## src/rtl/lobm_pkg.sv

```systemverilog
package lobm_pkg;

   // fixed field widths
   localparam int CMD_BITS     = 2;
   localparam int ID_BITS      = 32;
   localparam int ARRIVAL_BITS = 32;
   localparam int FILL_BITS    = 9;
   localparam int STATUS_BITS  = 3;

   // request commands
   localparam logic [CMD_BITS-1:0] CMD_NEW    = 2'd0;
   localparam logic [CMD_BITS-1:0] CMD_CANCEL = 2'd1;
   localparam logic [CMD_BITS-1:0] CMD_DELETE = 2'd2;

   // response status codes
   localparam logic [STATUS_BITS-1:0] STAT_OK        = 3'd0;
   localparam logic [STATUS_BITS-1:0] STAT_NOT_FOUND = 3'd1;
   localparam logic [STATUS_BITS-1:0] STAT_FULL      = 3'd2;
   localparam logic [STATUS_BITS-1:0] STAT_IGNORED   = 3'd3;
   localparam logic [STATUS_BITS-1:0] STAT_REMOVED   = 3'd4;

   // pending edit applied to one slot as it passes the head of the ring
   typedef enum logic [1:0] {
      ACT_NONE   = 2'd0,
      ACT_SUB    = 2'd1,
      ACT_REMOVE = 2'd2,
      ACT_INSERT = 2'd3
   } act_kind_type;

   typedef enum logic [5:0] {
      ST_IDLE   = 6'b000001,
      ST_MATCH  = 6'b000010,
      ST_SEARCH = 6'b000100,
      ST_DECIDE = 6'b001000,
      ST_OUTPUT = 6'b010000,
      ST_RESP   = 6'b100000
   } state_type;

endpackage

```

## src/rtl/lobm_cell.sv

```systemverilog
module lobm_cell import lobm_pkg::*; #(
   parameter int PRICE_BITS = 32,
   parameter int QTY_BITS   = 24
) (
   input  logic                    clock,
   input  logic                    reset,
   input  logic                    shift,
   input  logic                    in_valid,
   input  logic                    in_side,
   input  logic [PRICE_BITS-1:0]   in_price,
   input  logic [QTY_BITS-1:0]     in_shares,
   input  logic [ID_BITS-1:0]      in_ident,
   input  logic [ARRIVAL_BITS-1:0] in_arrival,
   output logic                    out_valid,
   output logic                    out_side,
   output logic [PRICE_BITS-1:0]   out_price,
   output logic [QTY_BITS-1:0]     out_shares,
   output logic [ID_BITS-1:0]      out_ident,
   output logic [ARRIVAL_BITS-1:0] out_arrival
);

   logic                    valid_ff;
   logic                    side_ff;
   logic [PRICE_BITS-1:0]   price_ff;
   logic [QTY_BITS-1:0]     shares_ff;
   logic [ID_BITS-1:0]      ident_ff;
   logic [ARRIVAL_BITS-1:0] arrival_ff;

   // occupancy flag
   always_ff @(posedge clock) begin
      if (reset) begin
         valid_ff <= 1'b0;
      end else if (shift) begin
         valid_ff <= in_valid;
      end
   end

   // order payload, taken from the neighbor while the ring turns
   always_ff @(posedge clock) begin
      if (shift) begin
         side_ff    <= in_side;
         price_ff   <= in_price;
         shares_ff  <= in_shares;
         ident_ff   <= in_ident;
         arrival_ff <= in_arrival;
      end
   end

   assign out_valid   = valid_ff;
   assign out_side    = side_ff;
   assign out_price   = price_ff;
   assign out_shares  = shares_ff;
   assign out_ident   = ident_ff;
   assign out_arrival = arrival_ff;

endmodule

```

## config.mk

```make
export PLATFORM = sky130hd
export DESIGN_NAME = lobm_cell
export DESIGN_NICKNAME = d
export VERILOG_FILES = /design/src/rtl/lobm_pkg.sv /design/src/rtl/lobm_cell.sv
export SDC_FILE = /design/constraint.sdc
export NUM_CORES = 1
export LEC_CHECK = 0
export ABC_AREA = 1
export BUFFER_PORTS_ARGS = -buffer_cell sky130_fd_sc_hd__clkbuf_2
export CAP_MARGIN = 10
export CORE_AREA = 2 2 120 122
export CTS_CLUSTER_SIZE = 8
export DETAILED_ROUTE_END_ITERATION = 7
export DIE_AREA = 0 0 122 124
export MAX_ROUTING_LAYER = met4
export SLEW_MARGIN = 25
export SYNTH_ARGS = -nofsm -noshare
export SYNTH_HDL_FRONTEND = slang
export SYNTH_SLANG_ARGS = --single-unit
```

## constraint.sdc

```tcl
create_clock -name clock -period 0.8 [get_ports clock]
set_clock_uncertainty 0.1 [all_clocks]
set_input_delay 0.04 -clock clock [delete_from_list [all_inputs] [get_ports clock]]
set_output_delay 0.04 -clock clock [all_outputs]
set_load 0.05 [all_outputs]
```

==> results of run 1 <==
stage by stage:
stage	setup slack [ps]	TNS, ps	cells	hold WS (ps)	utilization, %
3_5_place_dp	-124.6	-13840	556	118.7	37.77
3_3_place_gp	-108.2	-12080	556	116.7	37.77
2_1_floorplan	27.97	0	128	38.87	-
synthesized netlist by cell type:
library cell / number
sky130_fd_sc_hd__dfxtp_1: 1
sky130_fd_sc_hd__edfxtp_1: 121
sky130_fd_sc_hd__inv_1: 2
sky130_fd_sc_hd__nand2_1: 2
sky130_fd_sc_hd__nor2_1: 1
sky130_fd_sc_hd__nor2_2: 1
cell families after synthesis:
| family | after synthesis | synth area share [%] |
|---|---|---|
| simple gates | 4 | 0.4763 |
| flops | 122 | 99.32 |
| buf+inv | 2 | 0.2042 |
==> impl_results.rst, run 1 <==
.. list-table::
   :header-rows: 1

   * - Metric
     - Value
   * - Master cell of the clock root buffer
     - sky130_fd_sc_hd__clkbuf_16
   * - Cell Area, Placed
     - 0.005181 mm^2
   * - Number of input and output port buffers inserted
     - 246
   * - Proportion of netlist area held by the largest area contributor
     - 98.78%
   * - CTS max path bufs
     - 2
   * - Standard-cell rows
     - 43
   * - Leading cell types by total area after synthesis
     - sky130_fd_sc_hd__edfxtp_1 (99%), sky130_fd_sc_hd__dfxtp_1 (0.54%), sky130_fd_sc_hd__inv_1 (0.20%)
   * - Post-synthesis instance total
     - 128
   * - Inserted Clock Buffers
     - 17
   * - Count of different cell masters after synthesis
     - 6
   * - Number of instances resized during post-cts repair
     - 245
   * - Synth area leader
     - sky130_fd_sc_hd__edfxtp_1
   * - Post-synthesis instance area
     - 0.003679 mm^2
   * - Number of buffers inserted to repair setup after CTS
     - 0
   * - Error Message
     - [ERROR RSZ-0060] Max buffer count reached.
   * - Register bit total from synthesis
     - 122
   * - Number of H-tree branching levels
     - 4
   * - Die W
     - 122 um
   * - Sequential fraction of the synthesis area
     - 99.32%
   * - Clock sink total
     - 122
   * - Status
     - aborted with a tool error
   * - Ys Warns
     - 0
   * - Post-Synthesis Mean Instance Area
     - 28.74 um^2
   * - Syn Nets
     - 253
   * - Io pins
     - 247
   * - Last stage reached
     - 4_1_cts
   * - Vertical extent of the die
     - 124 um
   * - Hold-fix buffers at CTS
     - 118
   * - Effective utilization at floorplan
     - 26.81%
   * - GPL Wtd Cong
     - 0.6892
==> inputs of run 2 (changes only) <==
Settings changed: CORE_AREA 2 2 120 122 to 2 2 139 141, CTS_CLUSTER_SIZE 8 to unset, DIE_AREA 0 0 122 124 to 0 0 141 143, MAX_ROUTING_LAYER met4 to unset, PLACE_DENSITY_LB_ADDON set to 0.15.
==> run 2 against run 1 <==
The flow now finishes, with violations (setup timing). Synthesized cell count is the same. Area after synthesis is the same.
==> impl_results.rst, run 2 <==
.. list-table::
   :header-rows: 1

   * - Metric
     - Value
   * - Commonest register cell after synthesis
     - sky130_fd_sc_hd__edfxtp_1 (unchanged)
   * - Count of vias placed by the detailed router
     - 2758
   * - Number of DRC markers after the initial detailed-route iteration
     - 103
   * - P_leak
     - 3.441 nW
   * - Hold Violations, Final
     - 0
   * - GRT Residual Overflow
     - 0
   * - Post-Synthesis Mean Instance Area
     - 28.74 um^2 (unchanged)
   * - Worst supply voltage drop on vdd
     - 0.001323 V
   * - Simple-gate share of the synthesized area
     - 0.4762% (unchanged)
   * - Final net count
     - 646
   * - Slowest stage cell on the critical path
     - sky130_fd_sc_hd__edfxtp_1
   * - Vias in the first global route
     - 3193
   * - Final critical-path required period
     - 1149 ps
   * - Maximum number of pins on one net before global-route repair
     - 45
   * - Count of placed standard cells including taps
     - 613 (was 556)
   * - Ys Warns
     - 0 (unchanged)
   * - Highest clock frequency the design can meet
     - 870.7 MHz
   * - Die W
     - 141 um (was 122 um)
   * - Unrepaired setup endpoints after global routing
     - true
   * - Number of H-tree branching levels
     - 4 (unchanged)
   * - Leading cell types by total area after synthesis
     - sky130_fd_sc_hd__edfxtp_1 (99%), sky130_fd_sc_hd__dfxtp_1 (0.54%), sky130_fd_sc_hd__inv_1 (0.20%) (unchanged)
   * - Number of antenna-violating nets in the routed design
     - 0
   * - Clk pin slew, worst setup/hold paths
     - 60 ps
   * - Diodes inserted
     - 0
   * - Path category of the worst min-delay check
     - primary input to flop
   * - Adder-cell share of the synthesized area
     - 0% (unchanged)
   * - Inserted Clock Buffers
     - 17 (unchanged)
   * - Number of enable flip-flop cells after synthesis
     - 121 (unchanged)
   * - Syn Nets
     - 253 (unchanged)
   * - Endpoint kind of the worst setup timing path
     - primary output
   * - Synth top cells by count
     - sky130_fd_sc_hd__edfxtp_1 (121), sky130_fd_sc_hd__inv_1 (2), sky130_fd_sc_hd__nand2_1 (2) (unchanged)
   * - Worst relative slew slack
     - 83.26%
   * - First-pass GRT wire length
     - 17280 um
   * - Master cell of the clock root buffer
     - sky130_fd_sc_hd__clkbuf_16 (unchanged)
   * - Count of different cell masters after synthesis
     - 6 (unchanged)
   * - Critical path, cell by cell
     - buf_8
   * - Standard-cell rows
     - 50 (was 43)
   * - Type of the worst setup path
     - flop to primary output
   * - Count of non-filler cells in the finished layout
     - 767
   * - Max incr delay on CP
     - 420 ps
   * - Post-synthesis compound-gate area fraction
     - 0% (unchanged)
   * - Worst setup slack after layout
     - -348.5 ps
   * - Post-synthesis instance total
     - 128 (unchanged)
   * - Relative area change from synthesis to final layout
     - 123.1%
   * - Setup-violating endpoint count in the final report
     - 122
   * - GPL Wtd Cong
     - 0.6911 (was 0.6892)
   * - Finished Core Util
     - 44.17%
   * - Antenna violations before repair
     - 0
   * - Worst EP required
     - 660 ps
   * - Vertical extent of the die
     - 143 um (was 124 um)
   * - MaxCap Viol Count
     - 0
   * - Commonest non-fill, non-tap cells in the layout
     - sky130_fd_sc_hd__dlygate4sd3_1 (123), sky130_fd_sc_hd__clkbuf_2 (123), sky130_fd_sc_hd__edfxtp_1 (121)
   * - Total global routing track utilization
     - 11.67%
   * - Post-synthesis instance area
     - 0.003679 mm^2 (unchanged)
   * - Register bit total from synthesis
     - 122 (unchanged)
   * - Number of input and output port buffers inserted
     - 246 (unchanged)
   * - Effective utilization at floorplan
     - 19.80% (was 26.81%)
   * - Status
     - finished, violations left (was aborted with a tool error)
   * - Number of design rule violations left after detail routing
     - 0
   * - Die outline area
     - 0.02016 mm^2
   * - Proportion of netlist area held by the largest area contributor
     - 98.78% (unchanged)
   * - Largest fanout on the critical path
     - 1
   * - Floorplan core area
     - 0.01858 mm^2
   * - Delay-heaviest family, CP
     - flip-flops
   * - Max-slew violation total from the final report
     - 0
   * - Hold slack final
     - 43.46 ps
   * - Synth area leader
     - sky130_fd_sc_hd__edfxtp_1 (unchanged)
   * - Final routed wirelength across all metal layers
     - 11370 um
   * - Startpoint kind of the worst setup timing path
     - flop
   * - Combinational family with the most area after synthesis
     - simple AND/OR/NAND/NOR gates (unchanged)
   * - Count of buffer and inverter cells on the critical path
     - 1
   * - Failing checks
     - setup timing
   * - Share of cell area taken by muxes after synthesis
     - 0% (unchanged)
   * - Most common cell in the netlist
     - sky130_fd_sc_hd__edfxtp_1 (unchanged)
   * - CTS max path bufs
     - 2 (unchanged)
   * - Ratio of final minimum period to clock period
     - 143.6%
   * - Detail-routed net length per standard cell
     - 14.82 um
   * - Async S/R FF share, synth
     - 0% (unchanged)
   * - Pre-Repair DR Iteration Count
     - 3
   * - Total power draw
     - 19.32 mW
   * - Fill cell count
     - 1608
   * - Io pins
     - 247 (unchanged)
   * - Source-to-sink clock delay at the later pin of the worst-skew pair
     - 410 ps
   * - Ratio of routed vias to standard cells
     - 3.596
   * - Arrival @ worst endpoint
     - 1010 ps
   * - Clock sink total
     - 122 (unchanged)
   * - Transition time at the pin with the least slew margin
     - 251.1 ps
   * - Sequential fraction of the synthesis area
     - 99.32% (unchanged)
   * - XOR/XNOR Fraction of Synth Area
     - 0% (unchanged)
   * - TritonCTS clock tree
     - built
   * - Share of layout cells above drive strength 1
     - 52.91%
   * - Ratio of total power to cell area
     - 2355 mW/mm^2
## run 2: timing repair
action | 4_1_cts | 5_1_grt
hold endpoints to repair | 122 | 0
setup endpoints to repair | 122 | 122
gates resized for setup | 245 | 40
setup buffers | 0 | 0
hold buffers | 123 | 0
cloned | 0 | 0
## run 2: where the power goes
part	total (mW)	internal [mW]	switching, mW
Clock	7.43	4.59	2.84
Combinational	4.04	1.75	2.29
Sequential	7.85	7.61	0.246
## run 2: through the flow
step	setup TNS [ps]	setup WS, ps	instance area (um^2)
2_1_floorplan	0	27.97	3682
3_3_place_gp	-7721	-89.31	5271
3_5_place_dp	-9686	-101.5	5271
4_1_cts	-41680	-387.5	8157
5_1_grt	-43980	-400.5	8207
6_report	-38030	-348.5	8207
## run 2: cell type report
class / count / area (um^2) / share of cell area [%]
Clock buffer: 18 / 429.2 / 5.229
Clock inverter: 13 / 145.1 / 1.769
Inverter: 2 / 7.507 / 0.09148
Multi-Input combinational cell: 4 / 17.52 / 0.2134
Sequential cell: 122 / 3657 / 44.56
Tap cell: 234 / 292.8 / 3.568
Timing Repair Buffer: 374 / 3657 / 44.56
## run 2: routing by layer
metal | track usage (%) | share of wire (%) | up-vias
met1 | 11.29 | 34 | 1303
met4 | 4.579 | 1.4 | 0
met2 | 20.87 | 55 | 138
met5 | 0 | 0 | -
li1 | - | - | 1306
met3 | 6.338 | 9.8 | 11
## run 2: cells by family after synthesis
family        after synthesis
buf+inv                     2
flops                     122
simple gates                4
## run 2: worst paths after layout
kind	slack, ps	end	cells past startpoint	startpoint
hold / removal	40	out_ident[2]	2	shift
hold reg to reg	420	out_valid	2	out_valid
setup / recovery	-350	out_shares[5]	1	out_shares[5]
setup reg to reg	80	out_valid	2	out_valid
No activity file was read; power rests on OpenSTA's default activity.
